$ cat src/rtl/core/wfe_pkg.sv
// Shared types and constants of the WebSocket frame encoder core.
package wfe_pkg;

   localparam logic MODE_HEADER  = 1'b0;
   localparam logic MODE_PAYLOAD = 1'b1;

   localparam logic [7:0]  FIN_BIT         = 8'h80;
   localparam logic [6:0]  LEN_CODE_16     = 7'd126;
   localparam logic [6:0]  LEN_CODE_64     = 7'd127;
   localparam logic [63:0] LEN_SHORT_LIMIT = 64'd126;
   localparam logic [63:0] LEN_MID_LIMIT   = 64'd65536;

   localparam int QUEUE_DEPTH = 4;
   localparam int QUEUE_AW    = $clog2(QUEUE_DEPTH);
   localparam int QUEUE_CW    = QUEUE_AW + 1;

   localparam int STEP_W = 4;

   typedef enum logic {
      KIND_HEADER,
      KIND_PAYLOAD
   } kind_type;

   typedef enum logic [1:0] {
      LEN_SHORT,
      LEN_MID,
      LEN_LONG
   } len_class_type;

   // One command from the front to the back: a header or one payload byte
   typedef struct packed {
      kind_type      kind;
      logic [7:0]    data;        // first header byte, or masked payload byte
      logic          frame_end;   // payload: last byte; header: empty payload
      logic [63:0]   length;
      logic [31:0]   key;
      logic          masked;
      len_class_type len_class;
   } cmd_type;

endpackage

$ cat src/rtl/core/wfe_req_if.sv
// Input channel interface: header or payload words.
interface wfe_req_if;
   logic        valid;
   logic        ready;
   logic        mode;
   logic [3:0]  opcode;
   logic        final_req;
   logic [63:0] payload_length;
   logic [31:0] mask_key;
   logic [7:0]  data_byte;

   modport source (output valid, mode, opcode, final_req, payload_length, mask_key,
                   data_byte, input ready);
   modport sink (input valid, mode, opcode, final_req, payload_length, mask_key,
                 data_byte, output ready);
endinterface

$ cat src/rtl/core/wfe_rsp_if.sv
// Output channel interface: encoded frame bytes.
interface wfe_rsp_if;
   logic       valid;
   logic       ready;
   logic [7:0] out_byte;
   logic       frame_end;

   modport source (output valid, out_byte, frame_end, input ready);
   modport sink (input valid, out_byte, frame_end, output ready);
endinterface

$ cat src/rtl/core/wfe_front.sv
// Front end: accepts words, tracks frame state, masks payload, issues commands.
module wfe_front (
   input  logic            clock,
   input  logic            reset,
   wfe_req_if.sink         req,
   input  logic            masking_on,
   input  logic            queue_full,
   output logic            push,
   output wfe_pkg::cmd_type push_cmd
);
   import wfe_pkg::*;

   logic [63:0] remaining_ff, remaining_in;
   logic [31:0] key_ff, key_in;
   logic [1:0]  phase_ff, phase_in;
   logic        masked_ff, masked_in;

   logic        accept;
   logic        is_header;
   logic        has_room;
   logic [7:0]  key_byte;

   assign req.ready = !queue_full;
   assign accept    = req.valid && req.ready;
   assign is_header = (req.mode == MODE_HEADER);
   assign has_room  = (remaining_ff != 64'd0);

   // Pick the key byte for the current payload index
   always_comb begin
      unique case (phase_ff)
         2'd0: key_byte = key_ff[7:0];
         2'd1: key_byte = key_ff[15:8];
         2'd2: key_byte = key_ff[23:16];
         2'd3: key_byte = key_ff[31:24];
         default: key_byte = key_ff[7:0];
      endcase
   end

   // Build the command; drop surplus payload words
   always_comb begin
      push_cmd = '0;
      if (is_header) begin
         push_cmd.kind      = KIND_HEADER;
         push_cmd.data      = (req.final_req ? FIN_BIT : 8'h00) | {4'h0, req.opcode};
         push_cmd.frame_end = (req.payload_length == 64'd0);
         push_cmd.length    = req.payload_length;
         push_cmd.key       = req.mask_key;
         push_cmd.masked    = masking_on;
         if (req.payload_length < LEN_SHORT_LIMIT) begin
            push_cmd.len_class = LEN_SHORT;
         end else if (req.payload_length < LEN_MID_LIMIT) begin
            push_cmd.len_class = LEN_MID;
         end else begin
            push_cmd.len_class = LEN_LONG;
         end
      end else begin
         push_cmd.kind      = KIND_PAYLOAD;
         push_cmd.data      = req.data_byte ^ (masked_ff ? key_byte : 8'h00);
         push_cmd.frame_end = (remaining_ff == 64'd1);
         push_cmd.len_class = LEN_SHORT;
      end
      push = accept && (is_header || has_room);
   end

   // Advance frame state
   always_comb begin
      remaining_in = remaining_ff;
      key_in       = key_ff;
      phase_in     = phase_ff;
      masked_in    = masked_ff;
      if (accept) begin
         if (is_header) begin
            remaining_in = req.payload_length;
            key_in       = req.mask_key;
            phase_in     = 2'd0;
            masked_in    = masking_on;
         end else if (has_room) begin
            remaining_in = remaining_ff - 64'd1;
            phase_in     = phase_ff + 2'd1;
         end
      end
   end

   always_ff @(posedge clock) begin
      if (reset) begin
         remaining_ff <= '0;
         key_ff       <= '0;
         phase_ff     <= '0;
         masked_ff    <= 1'b0;
      end else begin
         remaining_ff <= remaining_in;
         key_ff       <= key_in;
         phase_ff     <= phase_in;
         masked_ff    <= masked_in;
      end
   end

endmodule

$ cat src/rtl/core/wfe_queue.sv
// Command queue between front and back ends.
module wfe_queue (
   input  logic             clock,
   input  logic             reset,
   input  logic             push,
   input  wfe_pkg::cmd_type push_cmd,
   input  logic             pop,
   output logic             full,
   output logic             not_empty,
   output wfe_pkg::cmd_type head
);
   import wfe_pkg::*;

   cmd_type               entries_ff [QUEUE_DEPTH];
   logic [QUEUE_AW-1:0]   wr_ptr_ff, wr_ptr_in;
   logic [QUEUE_AW-1:0]   rd_ptr_ff, rd_ptr_in;
   logic [QUEUE_CW-1:0]   count_ff, count_in;

   assign full      = (count_ff == QUEUE_CW'(QUEUE_DEPTH));
   assign not_empty = (count_ff != '0);
   assign head      = entries_ff[rd_ptr_ff];

   // Advance pointers and fill count
   always_comb begin
      wr_ptr_in = push ? wr_ptr_ff + 1'b1 : wr_ptr_ff;
      rd_ptr_in = pop ? rd_ptr_ff + 1'b1 : rd_ptr_ff;
      count_in  = count_ff;
      if (push && !pop) begin
         count_in = count_ff + 1'b1;
      end else if (pop && !push) begin
         count_in = count_ff - 1'b1;
      end
   end

   always_ff @(posedge clock) begin
      if (reset) begin
         wr_ptr_ff <= '0;
         rd_ptr_ff <= '0;
         count_ff  <= '0;
      end else begin
         wr_ptr_ff <= wr_ptr_in;
         rd_ptr_ff <= rd_ptr_in;
         count_ff  <= count_in;
      end
   end

   // Store the pushed command
   always_ff @(posedge clock) begin
      if (push) begin
         entries_ff[wr_ptr_ff] <= push_cmd;
      end
   end

endmodule

$ cat src/rtl/core/wfe_back.sv
// Back end: sequences header bytes and payload bytes into the output register.
module wfe_back (
   input  logic             clock,
   input  logic             reset,
   input  logic             not_empty,
   input  wfe_pkg::cmd_type head,
   output logic             pop,
   wfe_rsp_if.source        rsp
);
   import wfe_pkg::*;

   logic [STEP_W-1:0] step_ff, step_in;
   logic              valid_ff, valid_in;
   logic [7:0]        byte_ff, byte_in;
   logic              end_ff, end_in;

   logic              load;
   logic              go;
   logic [STEP_W-1:0] ext_count;
   logic [STEP_W-1:0] last_step;
   logic [STEP_W-1:0] len_idx;
   logic [STEP_W-1:0] key_idx;
   logic [6:0]        len_code;
   logic [7:0]        len_byte;
   logic [7:0]        key_byte;
   logic [7:0]        hdr_byte;
   logic              step_last;

   assign rsp.valid     = valid_ff;
   assign rsp.out_byte  = byte_ff;
   assign rsp.frame_end = end_ff;

   assign load = !valid_ff || rsp.ready;
   assign go   = load && not_empty;

   // Size the header from the length class and masking
   always_comb begin
      unique case (head.len_class)
         LEN_SHORT: begin
            ext_count = STEP_W'(0);
            len_code  = head.length[6:0];
         end
         LEN_MID: begin
            ext_count = STEP_W'(2);
            len_code  = LEN_CODE_16;
         end
         LEN_LONG: begin
            ext_count = STEP_W'(8);
            len_code  = LEN_CODE_64;
         end
         default: begin
            ext_count = STEP_W'(0);
            len_code  = head.length[6:0];
         end
      endcase
      last_step = STEP_W'(1) + ext_count + (head.masked ? STEP_W'(4) : STEP_W'(0));
      step_last = (step_ff == last_step);
      len_idx   = ext_count + STEP_W'(1) - step_ff;
      key_idx   = step_ff - STEP_W'(2) - ext_count;
   end

   // Select extended length byte, big-endian
   always_comb begin
      unique case (len_idx[2:0])
         3'd0: len_byte = head.length[7:0];
         3'd1: len_byte = head.length[15:8];
         3'd2: len_byte = head.length[23:16];
         3'd3: len_byte = head.length[31:24];
         3'd4: len_byte = head.length[39:32];
         3'd5: len_byte = head.length[47:40];
         3'd6: len_byte = head.length[55:48];
         3'd7: len_byte = head.length[63:56];
         default: len_byte = head.length[7:0];
      endcase
   end

   // Select key byte, low byte first
   always_comb begin
      unique case (key_idx[1:0])
         2'd0: key_byte = head.key[7:0];
         2'd1: key_byte = head.key[15:8];
         2'd2: key_byte = head.key[23:16];
         2'd3: key_byte = head.key[31:24];
         default: key_byte = head.key[7:0];
      endcase
   end

   // Pick the header byte for the current step
   always_comb begin
      priority if (step_ff == STEP_W'(0)) begin
         hdr_byte = head.data;
      end else if (step_ff == STEP_W'(1)) begin
         hdr_byte = {head.masked, len_code};
      end else if (step_ff < (STEP_W'(2) + ext_count)) begin
         hdr_byte = len_byte;
      end else begin
         hdr_byte = key_byte;
      end
   end

   // Load the output register and advance the step
   always_comb begin
      valid_in = valid_ff;
      byte_in  = byte_ff;
      end_in   = end_ff;
      step_in  = step_ff;
      pop      = 1'b0;
      if (load) begin
         valid_in = not_empty;
      end
      if (go) begin
         if (head.kind == KIND_PAYLOAD) begin
            byte_in = head.data;
            end_in  = head.frame_end;
            pop     = 1'b1;
            step_in = '0;
         end else begin
            byte_in = hdr_byte;
            end_in  = head.frame_end && step_last;
            if (step_last) begin
               pop     = 1'b1;
               step_in = '0;
            end else begin
               step_in = step_ff + STEP_W'(1);
            end
         end
      end
   end

   always_ff @(posedge clock) begin
      if (reset) begin
         step_ff  <= '0;
         valid_ff <= 1'b0;
      end else begin
         step_ff  <= step_in;
         valid_ff <= valid_in;
      end
   end

   always_ff @(posedge clock) begin
      byte_ff <= byte_in;
      end_ff  <= end_in;
   end

endmodule

$ cat src/rtl/core/websocket_frame_encoder_core.sv
// Path: an accepted word is written into the command queue, and the back end then loads
// its first output byte into the output register, from which it is offered on the port.
// Throughput: one payload word per cycle while the queue is not full and the output is
// taken; a header is sent as 2 to 14 bytes (2 + 0, 2 or 8 length bytes + 4 key bytes when
// masked), while the front keeps accepting into a 4-entry command queue.
// Reset (synchronous, active high) empties the queue and output, clears frame state
// and sets masking off.
module websocket_frame_encoder_core (
   input  logic     clock,
   input  logic     reset,
   wfe_req_if.sink  req_chan,
   wfe_rsp_if.source rsp_chan,
   input  logic     csr_wr_en,
   input  logic     csr_wr_data
);
   import wfe_pkg::*;

   logic    masking_on_ff, masking_on_in;
   logic    push;
   logic    pop;
   logic    queue_full;
   logic    queue_not_empty;
   cmd_type push_cmd;
   cmd_type head_cmd;

   // Hold the masking control register
   always_comb begin
      masking_on_in = csr_wr_en ? csr_wr_data : masking_on_ff;
   end

   always_ff @(posedge clock) begin
      if (reset) begin
         masking_on_ff <= 1'b0;
      end else begin
         masking_on_ff <= masking_on_in;
      end
   end

   wfe_front u_front (
      .clock      (clock),
      .reset      (reset),
      .req        (req_chan),
      .masking_on (masking_on_ff),
      .queue_full (queue_full),
      .push       (push),
      .push_cmd   (push_cmd)
   );

   wfe_queue u_queue (
      .clock     (clock),
      .reset     (reset),
      .push      (push),
      .push_cmd  (push_cmd),
      .pop       (pop),
      .full      (queue_full),
      .not_empty (queue_not_empty),
      .head      (head_cmd)
   );

   wfe_back u_back (
      .clock     (clock),
      .reset     (reset),
      .not_empty (queue_not_empty),
      .head      (head_cmd),
      .pop       (pop),
      .rsp       (rsp_chan)
   );

endmodule

$ cat src/flat_wrapper.sv
// flat-port wrapper written by rule: the top's interface ports become plain ports
module websocket_frame_encoder_core_flat import wfe_pkg::*;
  (clock, reset, csr_wr_en, csr_wr_data, req_chan_valid, req_chan_mode, req_chan_opcode, req_chan_final_req, req_chan_payload_length, req_chan_mask_key, req_chan_data_byte, req_chan_ready, rsp_chan_valid, rsp_chan_out_byte, rsp_chan_frame_end, rsp_chan_ready);
  wfe_req_if req_chan_i ();
  wfe_rsp_if rsp_chan_i ();
  input  logic clock;
  input  logic reset;
  input  logic csr_wr_en;
  input  logic csr_wr_data;
  input wire logic [$bits(req_chan_i.valid)-1:0] req_chan_valid;
  input wire logic [$bits(req_chan_i.mode)-1:0] req_chan_mode;
  input wire logic [$bits(req_chan_i.opcode)-1:0] req_chan_opcode;
  input wire logic [$bits(req_chan_i.final_req)-1:0] req_chan_final_req;
  input wire logic [$bits(req_chan_i.payload_length)-1:0] req_chan_payload_length;
  input wire logic [$bits(req_chan_i.mask_key)-1:0] req_chan_mask_key;
  input wire logic [$bits(req_chan_i.data_byte)-1:0] req_chan_data_byte;
  output wire logic [$bits(req_chan_i.ready)-1:0] req_chan_ready;
  output wire logic [$bits(rsp_chan_i.valid)-1:0] rsp_chan_valid;
  output wire logic [$bits(rsp_chan_i.out_byte)-1:0] rsp_chan_out_byte;
  output wire logic [$bits(rsp_chan_i.frame_end)-1:0] rsp_chan_frame_end;
  input wire logic [$bits(rsp_chan_i.ready)-1:0] rsp_chan_ready;
  assign req_chan_i.valid = req_chan_valid;
  assign req_chan_i.mode = req_chan_mode;
  assign req_chan_i.opcode = req_chan_opcode;
  assign req_chan_i.final_req = req_chan_final_req;
  assign req_chan_i.payload_length = req_chan_payload_length;
  assign req_chan_i.mask_key = req_chan_mask_key;
  assign req_chan_i.data_byte = req_chan_data_byte;
  assign req_chan_ready = req_chan_i.ready;
  assign rsp_chan_valid = rsp_chan_i.valid;
  assign rsp_chan_out_byte = rsp_chan_i.out_byte;
  assign rsp_chan_frame_end = rsp_chan_i.frame_end;
  assign rsp_chan_i.ready = rsp_chan_ready;
  websocket_frame_encoder_core u_core (.clock(clock), .reset(reset), .req_chan(req_chan_i), .rsp_chan(rsp_chan_i), .csr_wr_en(csr_wr_en), .csr_wr_data(csr_wr_data));
endmodule
$ cat config.mk
export PLATFORM = sky130hd
export DESIGN_NAME = websocket_frame_encoder_core_flat
export DESIGN_NICKNAME = d
export VERILOG_FILES = /design/src/rtl/core/wfe_pkg.sv /design/src/rtl/core/wfe_req_if.sv /design/src/rtl/core/wfe_rsp_if.sv /design/src/rtl/core/wfe_front.sv /design/src/rtl/core/wfe_queue.sv /design/src/rtl/core/wfe_back.sv /design/src/rtl/core/websocket_frame_encoder_core.sv /design/src/flat_wrapper.sv
export SDC_FILE = /design/constraint.sdc
export NUM_CORES = 1
export LEC_CHECK = 0
export ABC_CLOCK_PERIOD_IN_PS = 8100
export CAP_MARGIN = 20
export CORE_MARGIN = 5
export CORE_UTILIZATION = 35
export DETAILED_ROUTE_END_ITERATION = 8
export DONT_BUFFER_PORTS = 1
export GPL_TIMING_DRIVEN = 0
export PLACE_DENSITY_LB_ADDON = 0.3
export SYNTH_ARGS = -nofsm -noshare
export SYNTH_HDL_FRONTEND = slang
export SYNTH_SLANG_ARGS = --single-unit
$ cat constraint.sdc
create_clock -name clock -period 8.1 [get_ports clock]
set_input_delay 0 -clock clock [delete_from_list [all_inputs] [get_ports clock]]
set_output_delay 0 -clock clock [all_outputs]
set_load 0.01 [all_outputs]
==> results of run 1 <==
worst min path at each step:
stage / start / to / depth (start not counted)
finish: req_chan_data_byte[4] / u_core.u_queue.entries_ff[3][104] / 2
global route: req_chan_payload_length[17] / u_core.u_queue.entries_ff[1][0] / 4
CTS: req_chan_payload_length[17] / u_core.u_queue.entries_ff[1][0] / 4
detailed placement: req_chan_mode / u_core.u_queue.entries_ff[2][108] / 0
global placement: req_chan_mode / u_core.u_queue.entries_ff[0][108] / 0
floorplan: req_chan_mode / u_core.u_queue.entries_ff[0][108] / 0
cell usage after synthesis (all sizes together) (22+ instances only):
master  instances  share of area (%)
edfxtp        445                 55
a21oi         146                3.0
nand2         126                1.9
o21ai         121                2.5
dfxtp         114                9.4
mux4          105                9.7
nor2b         104                2.7
nor2           93                1.4
clkbuf         80                1.2
nor3           46               0.94
nor4           43                1.4
a31oi          34               0.87
buf            33               0.74
nand3          28               0.60
nand2b         23               0.59
ha             22                1.1
inv            22               0.34
cells in the final DEF, fill, tap and decap left out, drive strengths merged, types with 13 or more instances in the layout:
cell         count
buf             45
nor2b          104
mux2i           17
inv             24
clkbuf         156
dlygate4sd3    117
nor2            93
or4             14
o32ai           13
edfxtp         445
o21ai          121
nand2          126
ha              22
dfxtp          114
or3             15
a21oi          146
nor4            43
nand2b          23
clkinv          15
nand3           28
mux4           105
a31oi           34
nor3            46
through the flow:
step,power (mW),std cells,worst slack (ns),area (sq um)
final,8.81,2948,1.48,29000
after global routing,9.15,2947,1.05,29000
after CTS,8.85,2946,1.45,29000
after detailed placement,5.93,2721,1.51,25800
after global placement,5.91,2710,0.682,25500
after floorplan,5.06,1779,3.53,24400
cell type report:
class	count	share of cell area [%]
flip-flops and latches	559	53.9
multi-input cells	1084	28.1
clock buffers	76	5.33
repair buffers	129	4.96
well taps	931	4.01
clock inverters	32	1.71
plain buffers	113	1.67
inverters	23	0.297
diodes	1	0.00862
worst register-to-register path, cell delays in order (launching register included):
cell and delay [ns]:
dfxtp_1 0.30, buf_2 0.15, buf_2 0.36, buf_2 0.55, buf_2 0.48, buf_2 0.42, mux4_2 0.59, inv_1 0.08
ha_1 0.16, inv_1 0.09, ha_1 0.35, clkbuf_1 0.47, clkinv_1 0.47, nor2_1 0.89, a221oi_1 0.33, o221ai_1 0.25
o221ai_1 0.18, a31oi_1 0.32
report_power, final:
part	leakage (nW)	internal [mW]	switching [mW]	total [mW]
Clock	0.977	1.73	1.14	2.87
Sequential	5.09	3.49	0.143	3.63
Combinational	3.27	0.809	1.51	2.32
Total	9.34	6.03	2.79	8.81
metal layers:
metal,share of wire (%),vias to the layer above,global-route usage (%)
met4,3.6,0,7.13
met2,48,816,34.8
met1,40,8630,28.1
li1,-,7286,-
met3,8.3,161,3.90
met5,0,-,0
kinds of logic after synthesis:
family	synth area share, %
AOI/OAI and AO/OA	9.70
xor gates and xnor gates	0.575
adders and majority gates	1.21
buffers and inverters	2.35
DFF	64.2
muxes	10.6
and+or+nand+nor	11.4
sequential cells by signal, indices dropped and copies added, names as in the netlist, named ones only:
register	flops
u_core.masking_on_ff	1
u_core.u_queue.rd_ptr_ff	2
u_core.u_front.masked_ff	1
u_core.u_queue.wr_ptr_ff	2
u_core.u_front.remaining_ff	64
u_core.u_back.step_ff	4
u_core.u_queue.entries_ff	436
u_core.u_back.rsp.frame_end	1
u_core.u_back.rsp.out_byte	8
u_core.u_front.phase_ff	2
u_core.u_front.key_ff	32
u_core.u_back.rsp.valid	1
u_core.u_queue.count_ff	3
==> flow_metrics.env, run 1 <==
export IMPL_ys_ff_latch=559
export IMPL_cp_start_kind="flip-flop"
export IMPL_grt_pass1_wl_mm=116
export IMPL_start_util_pct=35.4
export IMPL_rsz0062_at_grt="no"
export IMPL_fmax_mhz=151
export IMPL_die_h_um=274
export IMPL_power_density_mw_per_mm2=303
export IMPL_critPathMaxFanout=10
export IMPL_tns_ns=0
export IMPL_die_area_sq_mm=0.0750
export IMPL_io_buffers=0
export IMPL_syn_area_sq_mm=0.0244
export IMPL_slew_headroom_pct=23.5
export IMPL_worst_slew_pin_slew_ns=1.15
export IMPL_cp_common_cell="buf_2"
export IMPL_r2r_cells=17
export IMPL_globalRouteTotalUtil_pct=21.0
export IMPL_synthArstFlopShare_pct=0
export IMPL_grt_antenna_before_repair=0
export IMPL_rows=96
export IMPL_clock_path_buffers=3
export IMPL_slowest_delay_ns=0.89
export IMPL_worstSetupPathType="flip-flop to flip-flop"
export IMPL_chipWidth_um=274
export IMPL_numCtsBuffers=58
export IMPL_power_leakage_nw=9.34
export IMPL_rrSetupSlack_ns=1.48
export IMPL_synth_flop_cell="edfxtp_1"
export IMPL_ys_types=73
export IMPL_dr_first_iter_drc_count=1813
export IMPL_place_gp_congestion=0.963
export IMPL_path_cells="buf_2, buf_2, buf_2, buf_2, buf_2, mux4_2, inv_1, ha_1, inv_1, ha_1, clkbuf_1, clkinv_1, nor2_1, a221oi_1, o221ai_1, o221ai_1, a31oi_1"
export IMPL_detailed_place_hpwl_mm=57.5
export IMPL_status="finished clean"
export IMPL_drive_gt1_share_pct=13.1
export IMPL_synth_edf_count=445
export IMPL_critPathTopFamily="buffers and inverters"
export IMPL_yosys_warnings=0
export IMPL_fill_cells=6313
export IMPL_cts_max_level=2
export IMPL_core_sq_mm=0.0688
export IMPL_area_delta_synth_final_pct=19.1
export IMPL_routedWlPerCell_um=27.4
export IMPL_cts_tree="done"
export IMPL_worstHoldPathType="primary input to flip-flop"
export IMPL_peakVddDrop_uv=216
export IMPL_wl_mm=80.7
export IMPL_syn_num_nets=1918
export IMPL_vias=16900
export IMPL_critical_path_slowest_cell="nor2_1"
export IMPL_setup_viol=0
export IMPL_cts_hold_buf=117
export IMPL_finalHoldViolations=0
export IMPL_r2r_end="u_core.u_back.rsp.out_byte[3]"
export IMPL_via_per_inst=5.73
export IMPL_io_pins=127
export IMPL_grt_max_degree=54
export IMPL_syn_mean_instance_area_sq_um=13.7
export IMPL_syn_inst=1779
export IMPL_worstSetupPathDepth=17
export IMPL_drc_errors=0
export IMPL_maxCapViolCount=0
export IMPL_finalCritPeriodShare_pct=81.7
export IMPL_register_area_sq_mm=0.0156
export IMPL_grt_overflow_total=0
export IMPL_cts_sinks=559
export IMPL_path_clk_slew_ns=0.06
export IMPL_crit_required_ns=8.52
export IMPL_cts_root_buf="clkbuf_16"
export IMPL_clock_latency_ns=0.63
export IMPL_timing_final_max_slew_violations=0
export IMPL_multi_input_area_sq_mm=0.00817
export IMPL_clock_skew_ns=0.0301
export IMPL_cts_resized=0
export IMPL_arrival_ns=7.04
export IMPL_post_cts_buffers=0
export IMPL_first_global_vias=16800
export IMPL_drt_pass1_iter_count=8
export IMPL_final_util_pct=42.2
export IMPL_hold_slack_ns=0.0526
export IMPL_period_needed_ns=6.62
export IMPL_crit_path_end_kind="flip-flop"
export IMPL_cp_num_buf_inv=9
export IMPL_ys_seq_area_share_pct=64.2
export IMPL_crit_path_end="u_core.u_back.rsp.out_byte[3]"
export IMPL_final_antenna_net_count=0
export IMPL_nets=2107
Power figures use the tool's default switching activity.
==> run 2, diff against run 1 <==
--- a/config.mk
+++ b/config.mk
@@ -5,7 +5,7 @@
 export SDC_FILE = /design/constraint.sdc
 export NUM_CORES = 1
 export LEC_CHECK = 0
-export ABC_CLOCK_PERIOD_IN_PS = 8100
+export ABC_CLOCK_PERIOD_IN_PS = 6700
 export CAP_MARGIN = 20
 export CORE_MARGIN = 5
 export CORE_UTILIZATION = 35
==> constraint.sdc (replaced) <==
create_clock -name clock -period 6.7 [get_ports clock]
set_input_delay 0 -clock clock [delete_from_list [all_inputs] [get_ports clock]]
set_output_delay 0 -clock clock [all_outputs]
set_load 0.01 [all_outputs]
==> run 2 against run 1 <==
Effect of this change: critical path depth up 1; clock-buffer cell count is the same; die area is the same; combinational power increased by 21%; critical path type unchanged; largest cell class unchanged; highest routed layer unchanged.
==> flow_metrics.env, run 2 (synthesized netlist as in run 1, its figures left out) <==
export IMPL_io_pins=127
export IMPL_dr_first_iter_drc_count=1799
export IMPL_die_area_sq_mm=0.0750
export IMPL_setup_viol=0
export IMPL_fmax_mhz=161
export IMPL_rsz0062_at_grt="no"
export IMPL_grt_overflow_total=0
export IMPL_post_cts_buffers=0
export IMPL_worst_slack_ns=0.476
export IMPL_path_cells="clkbuf_1, buf_2, buf_1, buf_8, clkbuf_1, mux4_2, inv_1, ha_1, inv_1, ha_1, clkbuf_1, clkinv_1, clkbuf_1, a22o_1, a31oi_1, o21ai_0, o21ai_0, a31oi_1"
export IMPL_grt_antenna_before_repair=0
export IMPL_slowest_delay_ns=0.57
export IMPL_clock_skew_ns=0.0297
export IMPL_first_global_vias=16800
export IMPL_cp_common_cell="clkbuf_1"
export IMPL_wl_mm=80.6
export IMPL_path_clk_slew_ns=0.06
export IMPL_chipWidth_um=274
export IMPL_clock_path_buffers=3
export IMPL_finalHoldViolations=0
export IMPL_globalRouteTotalUtil_pct=21.0
export IMPL_arrival_ns=6.54
export IMPL_fill_cells=6312
export IMPL_cts_tree="done"
export IMPL_drive_gt1_share_pct=13.1
export IMPL_maxCapViolCount=0
export IMPL_final_antenna_net_count=0
export IMPL_power_leakage_nw=9.34
export IMPL_cp_num_buf_inv=10
export IMPL_placed_area_sq_mm=0.0258
export IMPL_status="finished clean"
export IMPL_critPathMaxFanout=10
export IMPL_cts_max_level=2
export IMPL_critPathTopFamily="buffers and inverters"
export IMPL_worst_slew_pin_slew_ns=1.14
export IMPL_via_per_inst=5.73
export IMPL_peakVddDrop_uv=262
export IMPL_largest_reg_flops=436
export IMPL_io_buffers=0
export IMPL_place_ws_ns=0.108
export IMPL_routedWlPerCell_um=27.3
export IMPL_final_cell_mix="edfxtp_1, a21oi_1, nand2_1"
export IMPL_worstSetupPathType="flip-flop to flip-flop"
export IMPL_crit_path_end_kind="flip-flop"
export IMPL_period_needed_ns=6.22
export IMPL_detailed_place_hpwl_mm=57.5
export IMPL_reg_largest_list="u_core.u_queue.entries_ff: 436 flops, u_core.u_front.remaining_ff: 64 flops, u_core.u_front.key_ff: 32 flops"
export IMPL_critical_path_slowest_cell="clkbuf_1"
export IMPL_n_antenna_cell=0
export IMPL_fin_cells=2947
export IMPL_area_delta_synth_final_pct=19.1
export IMPL_crit_required_ns=7.01
export IMPL_tns_ns=0
export IMPL_placed_cells=2721
export IMPL_core_sq_mm=0.0688
export IMPL_grt_pass1_wl_mm=116
export IMPL_grt_max_degree=54
export IMPL_fin_area_sq_mm=0.0290
export IMPL_p_total_mw=10.7
export IMPL_numCtsBuffers=58
export IMPL_nets=2107
export IMPL_cp_start_kind="flip-flop"
export IMPL_clock_latency_ns=0.63
export IMPL_finalCritPeriodShare_pct=92.9
export IMPL_rows=96
export IMPL_hold_slack_ns=0.0641
export IMPL_final_common_cell="edfxtp_1"
export IMPL_drt_pass1_iter_count=9
export IMPL_multi_input_area_sq_mm=0.00817
export IMPL_register_area_sq_mm=0.0156
export IMPL_slew_headroom_pct=24.0
export IMPL_power_density_mw_per_mm2=367
export IMPL_cts_sinks=559
export IMPL_die_h_um=274
export IMPL_regMostFlops="u_core.u_queue.entries_ff"
export IMPL_final_util_pct=42.2
export IMPL_vias=16900
export IMPL_place_gp_congestion=0.963
export IMPL_cts_root_buf="clkbuf_16"
export IMPL_start_util_pct=35.4
export IMPL_drc_errors=0
export IMPL_timing_final_max_slew_violations=0
export IMPL_worstHoldPathType="primary input to flip-flop"
[run 2: final timing paths]
check             slack [ns]  depth (start not counted)                               to                        start
setup / recovery        0.48                         18    u_core.u_back.rsp.out_byte[6]                    flip-flop
hold / removal          0.06                          4  u_core.u_queue.entries_ff[1][0]  req_chan_payload_length[17]
setup reg to reg        0.48                         18    u_core.u_back.rsp.out_byte[6]                    flip-flop
hold reg to reg         0.46                          2        u_core.u_front.key_ff[17]    u_core.u_front.key_ff[17]
[run 2: report_power, final]
group          leakage, nW  internal (mW)  switching (mW)
clock network        0.977           2.09            1.37
registers             5.09           4.22           0.173
logic                 3.27          0.979            1.82
total                 9.34           7.29            3.37
[run 2: what timing repair did]
| action | 4_1_cts | 5_1_grt |
|---|---|---|
| endpoints found under the hold margin | 515 | 0 |
| endpoints found under the setup margin | 0 | 6 |
| gates resized for setup | 0 | 2 |
| hold buffers | 117 | 0 |
[run 2: routing by layer]
metal	part of all wire [%]	up-vias	global-route usage [%]
met4	3.6	0	7.13
li1	-	7293	-
met2	48	831	34.8
met3	8.2	153	3.90
met1	40	8596	28.1
met5	0	-	0
[run 2: worst reg2reg max path: stages, from the launching register on]
cell	delay (ns)
dfxtp_1	0.31
clkbuf_1	0.35
buf_2	0.40
buf_1	0.41
buf_8	0.24
clkbuf_1	0.58
mux4_2	0.45
inv_1	0.08
ha_1	0.16
inv_1	0.09
ha_1	0.35
clkbuf_1	0.47
clkinv_1	0.48
clkbuf_1	0.43
a22o_1	0.39
a31oi_1	0.15
o21ai_0	0.10
o21ai_0	0.27
a31oi_1	0.19
[run 2: cell type report]
cell class              instances  share of cell area [%]
repair buffers                129                    4.96
clock buffers                  76                    5.33
clock inverters                32                    1.71
flip-flops and latches        559                    53.9
plain buffers                 113                    1.68
multi-input cells            1084                    28.1
inverters                      23                   0.297
well taps                     931                    4.01
